==> config.mk <==
export PLATFORM = sky130hd
export DESIGN_NAME = sha256_stream_hasher_unit
export DESIGN_NICKNAME = d
export VERILOG_FILES = /design/src/s256_pkg.sv /design/src/s256_dpath.sv /design/src/s256_ctrl.sv /design/src/sha256_stream_hasher_unit.sv
export SDC_FILE = /design/constraint.sdc
export NUM_CORES = 2
export LEC_CHECK = 0
export ABC_CLOCK_PERIOD_IN_PS = 22500
export BUFFER_PORTS_ARGS = -buffer_cell sky130_fd_sc_hd__buf_2
export CAP_MARGIN = 10
export CORE_ASPECT_RATIO = 2
export CORE_MARGIN = 2
export CORE_UTILIZATION = 45
export CTS_BUF_LIST = sky130_fd_sc_hd__clkbuf_8
export DETAILED_ROUTE_END_ITERATION = 10
export GPL_ROUTABILITY_DRIVEN = 0
export HOLD_SLACK_MARGIN = 0.12
export PLACE_DENSITY_LB_ADDON = 0.05
export SETUP_SLACK_MARGIN = 0.05
export SYNTH_ARGS = -nofsm -noshare
export SYNTH_HDL_FRONTEND = slang
export SYNTH_SLANG_ARGS = --single-unit
==> constraint.sdc <==
create_clock -name clk_i -period 22.5 [get_ports clk_i]
set_clock_uncertainty 0.15 [all_clocks]
set_input_delay 2.25 -clock clk_i [delete_from_list [all_inputs] [get_ports clk_i]]
set_output_delay 2.25 -clock clk_i [all_outputs]
set_load 0.05 [all_outputs]
==> src/s256_pkg.sv <==
`timescale 1ns / 1ps
`default_nettype none

package s256_pkg;

  // Source of the byte that is shifted into the block window.
  typedef enum logic [2:0] {
    PUSH_NONE,
    PUSH_MSG,
    PUSH_MARK,
    PUSH_ZERO,
    PUSH_LEN
  } push_sel_e;

  // Commands from the controller to the datapath.
  typedef struct packed {
    push_sel_e   push_sel;
    logic        load_vars;
    logic        round_en;
    logic [5:0]  rnd;
    logic        fold;
    logic        clear;
    logic [2:0]  word_idx;
  } cmd_t;

  // Status from the datapath to the controller.
  typedef struct packed {
    logic fill_last;
    logic fill_pre_len;
  } sts_t;

  localparam logic [7:0] PAD_MARK = 8'h80;
  // Fill level after which the next byte lands at offset 56, the start of the length field.
  localparam logic [5:0] LEN_FILL_M1 = 6'd55;
  localparam logic [5:0] LAST_SLOT = 6'd63;
  localparam logic [5:0] LAST_ROUND = 6'd63;
  localparam logic [2:0] LAST_WORD = 3'd7;

  localparam logic [31:0] H_INIT [8] = '{
    32'h6a09e667, 32'hbb67ae85, 32'h3c6ef372, 32'ha54ff53a,
    32'h510e527f, 32'h9b05688c, 32'h1f83d9ab, 32'h5be0cd19
  };

  localparam logic [31:0] ROUND_K [64] = '{
    32'h428a2f98, 32'h71374491, 32'hb5c0fbcf, 32'he9b5dba5,
    32'h3956c25b, 32'h59f111f1, 32'h923f82a4, 32'hab1c5ed5,
    32'hd807aa98, 32'h12835b01, 32'h243185be, 32'h550c7dc3,
    32'h72be5d74, 32'h80deb1fe, 32'h9bdc06a7, 32'hc19bf174,
    32'he49b69c1, 32'hefbe4786, 32'h0fc19dc6, 32'h240ca1cc,
    32'h2de92c6f, 32'h4a7484aa, 32'h5cb0a9dc, 32'h76f988da,
    32'h983e5152, 32'ha831c66d, 32'hb00327c8, 32'hbf597fc7,
    32'hc6e00bf3, 32'hd5a79147, 32'h06ca6351, 32'h14292967,
    32'h27b70a85, 32'h2e1b2138, 32'h4d2c6dfc, 32'h53380d13,
    32'h650a7354, 32'h766a0abb, 32'h81c2c92e, 32'h92722c85,
    32'ha2bfe8a1, 32'ha81a664b, 32'hc24b8b70, 32'hc76c51a3,
    32'hd192e819, 32'hd6990624, 32'hf40e3585, 32'h106aa070,
    32'h19a4c116, 32'h1e376c08, 32'h2748774c, 32'h34b0bcb5,
    32'h391c0cb3, 32'h4ed8aa4a, 32'h5b9cca4f, 32'h682e6ff3,
    32'h748f82ee, 32'h78a5636f, 32'h84c87814, 32'h8cc70208,
    32'h90befffa, 32'ha4506ceb, 32'hbef9a3f7, 32'hc67178f2
  };

  // Sigma functions of the round and of the message schedule.
  function automatic logic [31:0] big_s0(input logic [31:0] x);
    return {x[1:0], x[31:2]} ^ {x[12:0], x[31:13]} ^ {x[21:0], x[31:22]};
  endfunction

  function automatic logic [31:0] big_s1(input logic [31:0] x);
    return {x[5:0], x[31:6]} ^ {x[10:0], x[31:11]} ^ {x[24:0], x[31:25]};
  endfunction

  function automatic logic [31:0] small_s0(input logic [31:0] x);
    return {x[6:0], x[31:7]} ^ {x[17:0], x[31:18]} ^ {3'b000, x[31:3]};
  endfunction

  function automatic logic [31:0] small_s1(input logic [31:0] x);
    return {x[16:0], x[31:17]} ^ {x[18:0], x[31:19]} ^ {10'd0, x[31:10]};
  endfunction

endpackage

`default_nettype wire

==> src/s256_dpath.sv <==
`timescale 1ns / 1ps
`default_nettype none

module s256_dpath (
  input  logic           clk_i,
  input  logic           rst_ni,
  input  s256_pkg::cmd_t cmd_i,
  input  logic [7:0]     msg_byte_i,
  output s256_pkg::sts_t sts_o,
  output logic [31:0]    digest_word_o
);
  import s256_pkg::*;

  logic [511:0] w_q, w_d;
  logic [5:0]   fill_q, fill_d;
  logic [60:0]  cnt_q, cnt_d;
  logic [63:0]  len_q, len_d;
  logic [31:0]  h_q [8];
  logic [31:0]  h_d [8];
  logic [31:0]  v_q [8];
  logic [31:0]  v_d [8];
  logic [7:0]   push_byte;
  logic         push_en;
  logic [31:0]  w_new, t1, t2;

  // Byte source for the block window.
  always_comb begin
    case (cmd_i.push_sel)
      PUSH_MSG:  push_byte = msg_byte_i;
      PUSH_MARK: push_byte = PAD_MARK;
      PUSH_LEN:  push_byte = len_q[63:56];
      default:   push_byte = 8'h00;
    endcase
  end

  assign push_en = (cmd_i.push_sel != PUSH_NONE);

  // Next schedule word from window words 0, 1, 9 and 14.
  assign w_new = small_s1(w_q[511-32*14 -: 32]) + w_q[511-32*9 -: 32]
               + small_s0(w_q[511-32*1 -: 32]) + w_q[511:480];

  // Round function on the working variables.
  assign t1 = v_q[7] + big_s1(v_q[4]) + ((v_q[4] & v_q[5]) ^ (~v_q[4] & v_q[6]))
            + ROUND_K[cmd_i.rnd] + w_q[511:480];
  assign t2 = big_s0(v_q[0]) + ((v_q[0] & v_q[1]) ^ (v_q[0] & v_q[2]) ^ (v_q[1] & v_q[2]));

  // Block window: bytes shift in at the bottom, schedule words shift during rounds.
  always_comb begin
    w_d    = w_q;
    fill_d = fill_q;
    if (push_en) begin
      w_d    = {w_q[503:0], push_byte};
      fill_d = fill_q + 6'd1;
    end else if (cmd_i.round_en) begin
      w_d = {w_q[479:0], w_new};
    end
  end

  // Message byte count and the length field shifted out at the end.
  always_comb begin
    cnt_d = cnt_q;
    len_d = len_q;
    if (cmd_i.push_sel == PUSH_MSG) begin
      cnt_d = cnt_q + 61'd1;
    end
    if (cmd_i.push_sel == PUSH_MARK) begin
      len_d = {cnt_q, 3'b000};
    end else if (cmd_i.push_sel == PUSH_LEN) begin
      len_d = {len_q[55:0], 8'h00};
    end
    if (cmd_i.clear) begin
      cnt_d = '0;
    end
  end

  // Working variables and chaining words.
  always_comb begin
    v_d = v_q;
    h_d = h_q;
    if (cmd_i.load_vars) begin
      v_d = h_q;
    end else if (cmd_i.round_en) begin
      v_d[7] = v_q[6];
      v_d[6] = v_q[5];
      v_d[5] = v_q[4];
      v_d[4] = v_q[3] + t1;
      v_d[3] = v_q[2];
      v_d[2] = v_q[1];
      v_d[1] = v_q[0];
      v_d[0] = t1 + t2;
    end
    if (cmd_i.fold) begin
      for (int i = 0; i < 8; i++) begin
        h_d[i] = h_q[i] + v_q[i];
      end
    end else if (cmd_i.clear) begin
      h_d = H_INIT;
    end
  end

  always_ff @(posedge clk_i or negedge rst_ni) begin
    if (!rst_ni) begin
      fill_q <= '0;
      cnt_q  <= '0;
      h_q    <= H_INIT;
    end else begin
      fill_q <= fill_d;
      cnt_q  <= cnt_d;
      h_q    <= h_d;
    end
  end

  always_ff @(posedge clk_i) begin
    w_q   <= w_d;
    len_q <= len_d;
    v_q   <= v_d;
  end

  assign sts_o.fill_last    = (fill_q == LAST_SLOT);
  assign sts_o.fill_pre_len = (fill_q == LEN_FILL_M1);
  assign digest_word_o      = h_q[cmd_i.word_idx];

endmodule

`default_nettype wire

==> src/s256_ctrl.sv <==
`timescale 1ns / 1ps
`default_nettype none

module s256_ctrl (
  input  logic           clk_i,
  input  logic           rst_ni,
  input  logic           in_valid_i,
  output logic           in_ready_o,
  input  logic           has_byte_i,
  input  logic           is_last_i,
  output logic           out_valid_o,
  input  logic           out_ready_i,
  output logic [2:0]     word_index_o,
  output logic           is_last_word_o,
  input  s256_pkg::sts_t sts_i,
  output s256_pkg::cmd_t cmd_o
);
  import s256_pkg::*;

  typedef enum logic [2:0] {
    S_IDLE,
    S_PAD_MARK,
    S_PAD_ZERO,
    S_PAD_LEN,
    S_LOAD,
    S_ROUND,
    S_FOLD,
    S_EMIT
  } state_e;

  state_e     state_q, state_d, ret_q, ret_d;
  logic [5:0] rnd_q, rnd_d;
  logic [2:0] idx_q, idx_d;

  // Sequencing: bytes, padding, compression and digest output.
  always_comb begin
    state_d        = state_q;
    ret_d          = ret_q;
    rnd_d          = rnd_q;
    idx_d          = idx_q;
    cmd_o.push_sel  = PUSH_NONE;
    cmd_o.load_vars = 1'b0;
    cmd_o.round_en  = 1'b0;
    cmd_o.rnd       = rnd_q;
    cmd_o.fold      = 1'b0;
    cmd_o.clear     = 1'b0;
    cmd_o.word_idx  = idx_q;
    unique case (state_q)
      S_IDLE: begin
        if (in_valid_i) begin
          if (has_byte_i) begin
            cmd_o.push_sel = PUSH_MSG;
          end
          if (has_byte_i && sts_i.fill_last) begin
            state_d = S_LOAD;
            ret_d   = is_last_i ? S_PAD_MARK : S_IDLE;
          end else if (is_last_i) begin
            state_d = S_PAD_MARK;
          end
        end
      end
      S_PAD_MARK: begin
        cmd_o.push_sel = PUSH_MARK;
        if (sts_i.fill_last) begin
          state_d = S_LOAD;
          ret_d   = S_PAD_ZERO;
        end else if (sts_i.fill_pre_len) begin
          state_d = S_PAD_LEN;
        end else begin
          state_d = S_PAD_ZERO;
        end
      end
      S_PAD_ZERO: begin
        cmd_o.push_sel = PUSH_ZERO;
        if (sts_i.fill_last) begin
          state_d = S_LOAD;
          ret_d   = S_PAD_ZERO;
        end else if (sts_i.fill_pre_len) begin
          state_d = S_PAD_LEN;
        end
      end
      S_PAD_LEN: begin
        cmd_o.push_sel = PUSH_LEN;
        if (sts_i.fill_last) begin
          state_d = S_LOAD;
          ret_d   = S_EMIT;
        end
      end
      S_LOAD: begin
        cmd_o.load_vars = 1'b1;
        rnd_d           = '0;
        state_d         = S_ROUND;
      end
      S_ROUND: begin
        cmd_o.round_en = 1'b1;
        rnd_d          = rnd_q + 6'd1;
        if (rnd_q == LAST_ROUND) begin
          state_d = S_FOLD;
        end
      end
      S_FOLD: begin
        cmd_o.fold = 1'b1;
        state_d    = ret_q;
      end
      S_EMIT: begin
        if (out_ready_i) begin
          idx_d = idx_q + 3'd1;
          if (idx_q == LAST_WORD) begin
            cmd_o.clear = 1'b1;
            state_d     = S_IDLE;
          end
        end
      end
      default: begin
        state_d = S_IDLE;
      end
    endcase
  end

  always_ff @(posedge clk_i or negedge rst_ni) begin
    if (!rst_ni) begin
      state_q <= S_IDLE;
      ret_q   <= S_IDLE;
      rnd_q   <= '0;
      idx_q   <= '0;
    end else begin
      state_q <= state_d;
      ret_q   <= ret_d;
      rnd_q   <= rnd_d;
      idx_q   <= idx_d;
    end
  end

  assign in_ready_o     = (state_q == S_IDLE);
  assign out_valid_o    = (state_q == S_EMIT);
  assign word_index_o   = idx_q;
  assign is_last_word_o = (idx_q == LAST_WORD);

endmodule

`default_nettype wire

==> src/sha256_stream_hasher_unit.sv <==
// Items are taken while the block is idle; an item that completes a 64-byte block
// starts a compression (variable load, 64 rounds at one per cycle, chaining fold),
// during which no item is taken. A final item then shifts in the padding and length
// bytes, runs one or two more compressions and offers eight digest words, one per word taken.
// Reset (rst_ni low, asynchronous) loads the initial hash words, clears fill and
// byte count, and leaves the block ready for the first item.
`timescale 1ns / 1ps
`default_nettype none

module sha256_stream_hasher_unit (
  input  logic        clk_i,
  input  logic        rst_ni,
  input  logic        in_valid_i,
  output logic        in_ready_o,
  input  logic [7:0]  msg_byte_i,
  input  logic        has_byte_i,
  input  logic        is_last_i,
  output logic        out_valid_o,
  input  logic        out_ready_i,
  output logic [31:0] digest_word_o,
  output logic [2:0]  word_index_o,
  output logic        is_last_word_o
);
  import s256_pkg::*;

  cmd_t cmd;
  sts_t sts;

  // Controller: item handshake, padding sequence, rounds and output.
  s256_ctrl u_ctrl (
    .clk_i          (clk_i),
    .rst_ni         (rst_ni),
    .in_valid_i     (in_valid_i),
    .in_ready_o     (in_ready_o),
    .has_byte_i     (has_byte_i),
    .is_last_i      (is_last_i),
    .out_valid_o    (out_valid_o),
    .out_ready_i    (out_ready_i),
    .word_index_o   (word_index_o),
    .is_last_word_o (is_last_word_o),
    .sts_i          (sts),
    .cmd_o          (cmd)
  );

  // Datapath: block window, schedule, round logic and chaining words.
  s256_dpath u_dpath (
    .clk_i         (clk_i),
    .rst_ni        (rst_ni),
    .cmd_i         (cmd),
    .msg_byte_i    (msg_byte_i),
    .sts_o         (sts),
    .digest_word_o (digest_word_o)
  );

endmodule

`default_nettype wire

# Word level (Yosys, flattened, before mapping)
# Memories as Yosys holds them, arrays and structs flattened.
# Cells that the tools add are included.
[totals]
reg_bits = 1167
romBits = 2048
inputBits = 14
word_cells = 149
n_memories = 1
[memory_table]
columns = ["memory", "words", "word_bits", "rd", "rd_clocked_by_memory_dff", "wr", "line", "text"]
rows = [
  ["(name not given)", 64, 32, 1, 0, 0, "s256_dpath.sv:44", "+ ROUND_K[cmd_i.rnd] + w_q[511:480];"],
]
[classes]
addsub = 22
magnitude_cmp = 2
n_eq_ne = 23
mux = 44
n_bitwise = 19
reduce_logical = 14
[ops]
columns = ["op", "n"]
rows = [
  ["$mux 256", 4],
  ["$mux 512", 2],
  ["$add 32x32->32", 18],
  ["$xor 32x32->32", 9],
  ["$and 32x32->32", 5],
  ["$mux 32", 4],
  ["$mux 64", 2],
  ["$mux 61", 2],
  ["$bmux 32 s3", 1],
  ["$add 61x1->61 const B", 1],
  ["$mux 3", 15],
  ["$not 32->32", 1],
  ["$xor 32x22->32", 1],
  ["$xor 32x29->32", 1],
  ["$pmux 3 s8", 1],
  ["$pmux 8 s3", 1],
  ["$eq 3x3->1 const B", 6],
  ["$eq 6x6->1 const B", 3],
  ["$add 6x1->6 const B", 2],
  ["$ne 2x1->1 const B", 6],
  ["$pmux 3 s4", 1],
  ["$pmux 6 s2", 1],
  ["$reduce_bool 2->1", 6],
  ["$eq 3x2->1 const B", 3],
  ["18 further kinds", 28],
]

# Longest topological paths before layout
[depth]
word_depth = 9
depth_mapped = 39

# Cells and area by module
# A second synthesis with hierarchy kept.
[hier_totals]
hier_cells = 8031
area_unflattened_um2 = 78139.9
[by_module_without_submodules]
columns = ["module", "n_inst", "cells_each", "area_each_um2"]
rows = [
  ["s256_dpath", 1, 7926, 77172.8],
  ["s256_ctrl", 1, 105, 967.2],
]

# Least setup slack after synthesis
# No wires, ideal clock.
[synth_timing]
kind = "register -> register"
from = "register u_ctrl.state_q[1]"
to = "register u_dpath.w_q[0], enable pin"
arrival_ps = 16154
t_required_ps = 18725
setup_slack_ps = 2571
path_stages_with_launch = 7
path_buffers = 1
cell_sequence = "dfrtp_1 -> clkbuf_1 -> inv_1 -> nand2_1 -> clkinv_1 -> nand2_1 -> nand2_1"
[synth_via]
elab_chain_cells = 4
[synth_rtl]
columns = ["element", "line", "text"]
rows = [
  ["start, declared", "s256_ctrl.sv:31", "state_e state_q, state_d, ret_q, ret_d;"],
  ["start signal, assigned", "s256_ctrl.sv:127", "state_q <= state_d;"],
  ["$eq 3x2->1 (tied with other cells)", "s256_ctrl.sv:48", "unique case (state_q)"],
  ["$pmux 3 s4", "s256_ctrl.sv:48", ""],
  ["$reduce_bool 3->1", "s256_dpath.sv:36", "assign push_en = (cmd_i.push_sel != PUSH_NONE);"],
  ["$reduce_bool 2->1 (no line) (*)", "-", ""],
  ["end signal, assigned", "s256_dpath.sv:114", "w_q <= w_d;"],
  ["end, declared", "s256_dpath.sv:14", "logic [511:0] w_q, w_d;"],
]
# Mark *: on every way between the ends. The rest lies on a longest branch, timed or not.
# A chain may end at the register's enable or synchronous reset.

==> results.md <==
* Status: completed
* Max Root-Sink Buffers at 4
* Fin crit period at 11560 ps
* Synthesized flop and latch total at 1167
* IO Pins at 52
* CTS buffer count at 192
* Routed vias/inst at 5.82
* Gate Count Post-Synth at 8326
* Seq/Total Area, Yosys at 43.1%
* P_sw at 0.000963 W
* CTS Hold Bufs at 0
* Top cell type's share of synthesized area at 32.0%
* Syn Nets at 8933
* ANT nets after route at 0
* H-tree Lvls at 4
* Area Growth Syn to Fin at 7.78%
* Worst min-delay path class: reg2reg
* CTS Sinks at 1167
* Period Utilization, post-route at 51.4%
* Worst setup margin at 10940 ps
* Final Instance Area at 83800 sq um
* Largest net degree at the start of global routing at 157
* Post-DR wirelength/cell at 26.3 um
* Seq pwr share at 54.7%
* Fraction of layout cells with a size suffix above 1 at 9.25%
* PortBufs at 51
* FF-to-FF path depth at 33
* Worst R2R Start: u_ctrl.rnd_q[0]
* CTS tree: done
* Share of total power in combinational logic at 0.4%
* Asr flop ratio synth at 29.0%
* Endpoint type of the worst setup path: flop
* Drt total wl at 281 mm
* RSZ-0062 raised after global routing: false
* Slew HR at 7.31%
* Worst path slowest cell: nor2_1
* Layout Nets at 8824
* Top FF cell, synth: edfxtp_1
* R2R setup slack at 10940 ps
* Vias in the first global route at 63600
* Post-CTS Setup Bufs at 0
* Final Hold Fails at 0
* Post-cts sizing count at 0
* Clock share of power at 44.9%
* Core box area at 172000 sq um
* Synth Cell Area at 77700 sq um
* Total chip power at 0.00417 W
* Worst-Skew Late Latency at 980 ps
* Pleak at 37.1 nW
* Int Power at 0.00321 W
* Number of enable flip-flop cells after synthesis at 829
* Initial DRC Count at 4568
* Syn_area_per_cell at 9.33 sq um
* Setup TNS at 0 ps
* Crit-path max cell delay at 1120 ps
* Synth cell types at 94
* Synthesis Warnings at 0
* DRT Pass-1 Iters at 6
* GRT Total Usage at 31.4%
* Antenna violations before repair at 12
* Root buffer cell: clkbuf_8
* Highest Clock Rate at 86.5 MHz
* Max cap viols at 0
* Leading area contributor after synthesis: edfxtp_1
* Hold endpoint: u_dpath.fill_q[5]
* Clk slew on worst S/H paths at 70 ps
* Setup CP Type: reg2reg
* Vias at 62000
* CP arrival at 12210 ps
* Critical Path Start Type: flop
* Setup violators final at 0
* Hold_sp: u_dpath.fill_q[5]
* Worst Path Max Fanout at 23
* Initial Utilization at 45.3%
* Chip Height at 592 um
* Number of remaining DRC errors at 0
* Congestion Overflow GR at 0
* Worst slack, placed at 11540 ps
* Full die area at 176000 sq um
* Fin. max-slew vios at 0
* Sw frac at 23.1%
* Critical R2R Capture: u_dpath.v_q[255]
* Worst setup startpoint: u_ctrl.rnd_q[0]
* Worst slew pin tran at 1390 ps
* FP Rows at 215
* Post-DP HPWL at 202 mm
* Peak supply drop at 0.0442 mV
* Die X-Extent at 298 um
* Cell Pwr Density at 49.8 nW/um^2
* Worst endpoint required time at 23150 ps
* Ranking of synthesized cells by area: edfxtp_1, nand2_1, dfrtp_1, ha_1, fa_1
* Hold Crit Depth at 1
* First-pass GRT wire length at 410 mm
* Post-placement cell area at 80100 sq um
cells in the final DEF (no fill, tap or decap), drive strengths merged, types with 14 or more instances in the layout:
cell	netlist	routed
mux2	95	95
a221oi	14	14
clkinv	2	48
o211ai	37	37
nor2b	40	40
a311oi	14	14
a211oi	51	51
nor2	371	371
buf	60	169
nand2b	52	52
xnor2	381	381
a21oi	500	500
clkbuf	416	222
mux4	65	65
and3	47	47
nand4	33	33
fa	195	195
or3	45	45
and2	25	25
a31oi	48	48
nand3	170	170
nand2	2383	2383
xor2	242	242
mux2i	37	37
nor3	117	117
o21bai	55	55
o31ai	38	38
maj3	25	25
o21a	47	47
ha	398	398
inv	272	348
o311ai	14	14
edfxtp	829	829
o21ai	460	460
dfrtp	202	202
dfstp	136	136
a21o	200	200
Yosys cell counts, types with 24 or more instances:
cell type	number
a21oi_1	497
xor2_1	242
inv_1	272
nor2b_1	40
maj3_1	25
o31ai_1	35
a31oi_1	48
ha_1	398
fa_1	195
o21bai_1	55
nand4_1	33
and3_1	47
o21a_1	47
mux2_2	95
dfstp_2	136
nand2_1	2383
xnor2_1	381
edfxtp_1	829
a211oi_1	48
or3_1	45
mux2i_1	37
mux4_2	65
clkbuf_1	416
and2_1	24
o211ai_1	37
nor3_1	116
buf_1	55
nor2_1	371
nand3_1	170
o21ai_0	446
dfrtp_1	202
a21o_1	199
nand2b_1	52
power groups by stage:
| stage | logic [W] | clock network (W) | registers, W |
|---|---|---|---|
| 2_1_floorplan | 0.000000163 | 0 | 0.00232 |
| 3_5_place_dp | 0.0000183 | 0 | 0.00232 |
| 3_3_place_gp | 0.0000184 | 0 | 0.00232 |
| 4_1_cts | 0.0000183 | 0.00193 | 0.00228 |
| 5_1_grt | 0.0000199 | 0.00200 | 0.00228 |
| 6_report | 0.0000176 | 0.00187 | 0.00228 |
flip-flops by register name (all words and copies together), names as in the netlist:
name	flops
u_dpath.len_q	61
u_ctrl.word_index_o	3
u_dpath.v_q	256
u_dpath.cnt_q	61
u_ctrl.state_q	3
u_ctrl.ret_q	3
u_dpath.fill_q	6
u_ctrl.rnd_q	6
u_dpath.w_q	512
u_dpath.h_q	256
through the flow:
step                cells  util (%)  hold slack (ps)
finish              10700      48.8              316
CTS                 10600      48.8              317
floorplan            8326         -              285
global placement    10300      46.6              301
global route        10700      48.8              348
detailed placement  10300      46.6              302
worst max-delay path by stage:
stage                       endpoint  cells after the start
detailed placement  u_dpath.v_q[255]                     32
global route        u_dpath.v_q[255]                     32
CTS                 u_dpath.v_q[255]                     32
global placement    u_dpath.v_q[255]                     32
finish              u_dpath.v_q[255]                     33
floorplan             u_dpath.w_q[0]                      6
layout make-up:
cell class	instances	area, sq um
fill	16700	87900
multi-input combinational	6409	41500
sequential	1167	33500
clock buffer	218	3000
tap	2278	2850
timing repair buffer	173	1230
inverter	274	1040
clock inverter	129	628
antenna	4	10.0
layer usage:
| layer | wire (um) | GRT usage [%] |
|---|---|---|
| met1 | 92700 | 30.6 |
| met2 | 142000 | 56.6 |
| met3 | 14100 | 5.33 |
| met4 | 31200 | 29.0 |
| met5 | 66 | 0 |
worst max-delay path: cells and delay by family, from the launching register on:
| family | cells | cell delay (ps) |
|---|---|---|
| buffers and inverters | 6 | 1030 |
| and+or+nand+nor | 6 | 3220 |
| AOI/OAI and AO/OA | 11 | 2940 |
| xor gates and xnor gates | 3 | 690 |
| adders and majority gates | 7 | 2990 |
| DFF | 1 | 330 |
cell families after synthesis:
group / after synthesis / share of synthesized area [%]
AND/OR/NAND/NOR: 3347 / 17.7
buffers and inverters: 750 / 3.64
AO/OA/AOI/OAI: 1622 / 12.9
multiplexers: 197 / 3.74
adder cells (fa/ha/maj): 618 / 11.8
XOR/XNOR: 625 / 7.08
flip-flops: 1167 / 43.1
Power figures use the tool's default switching activity.
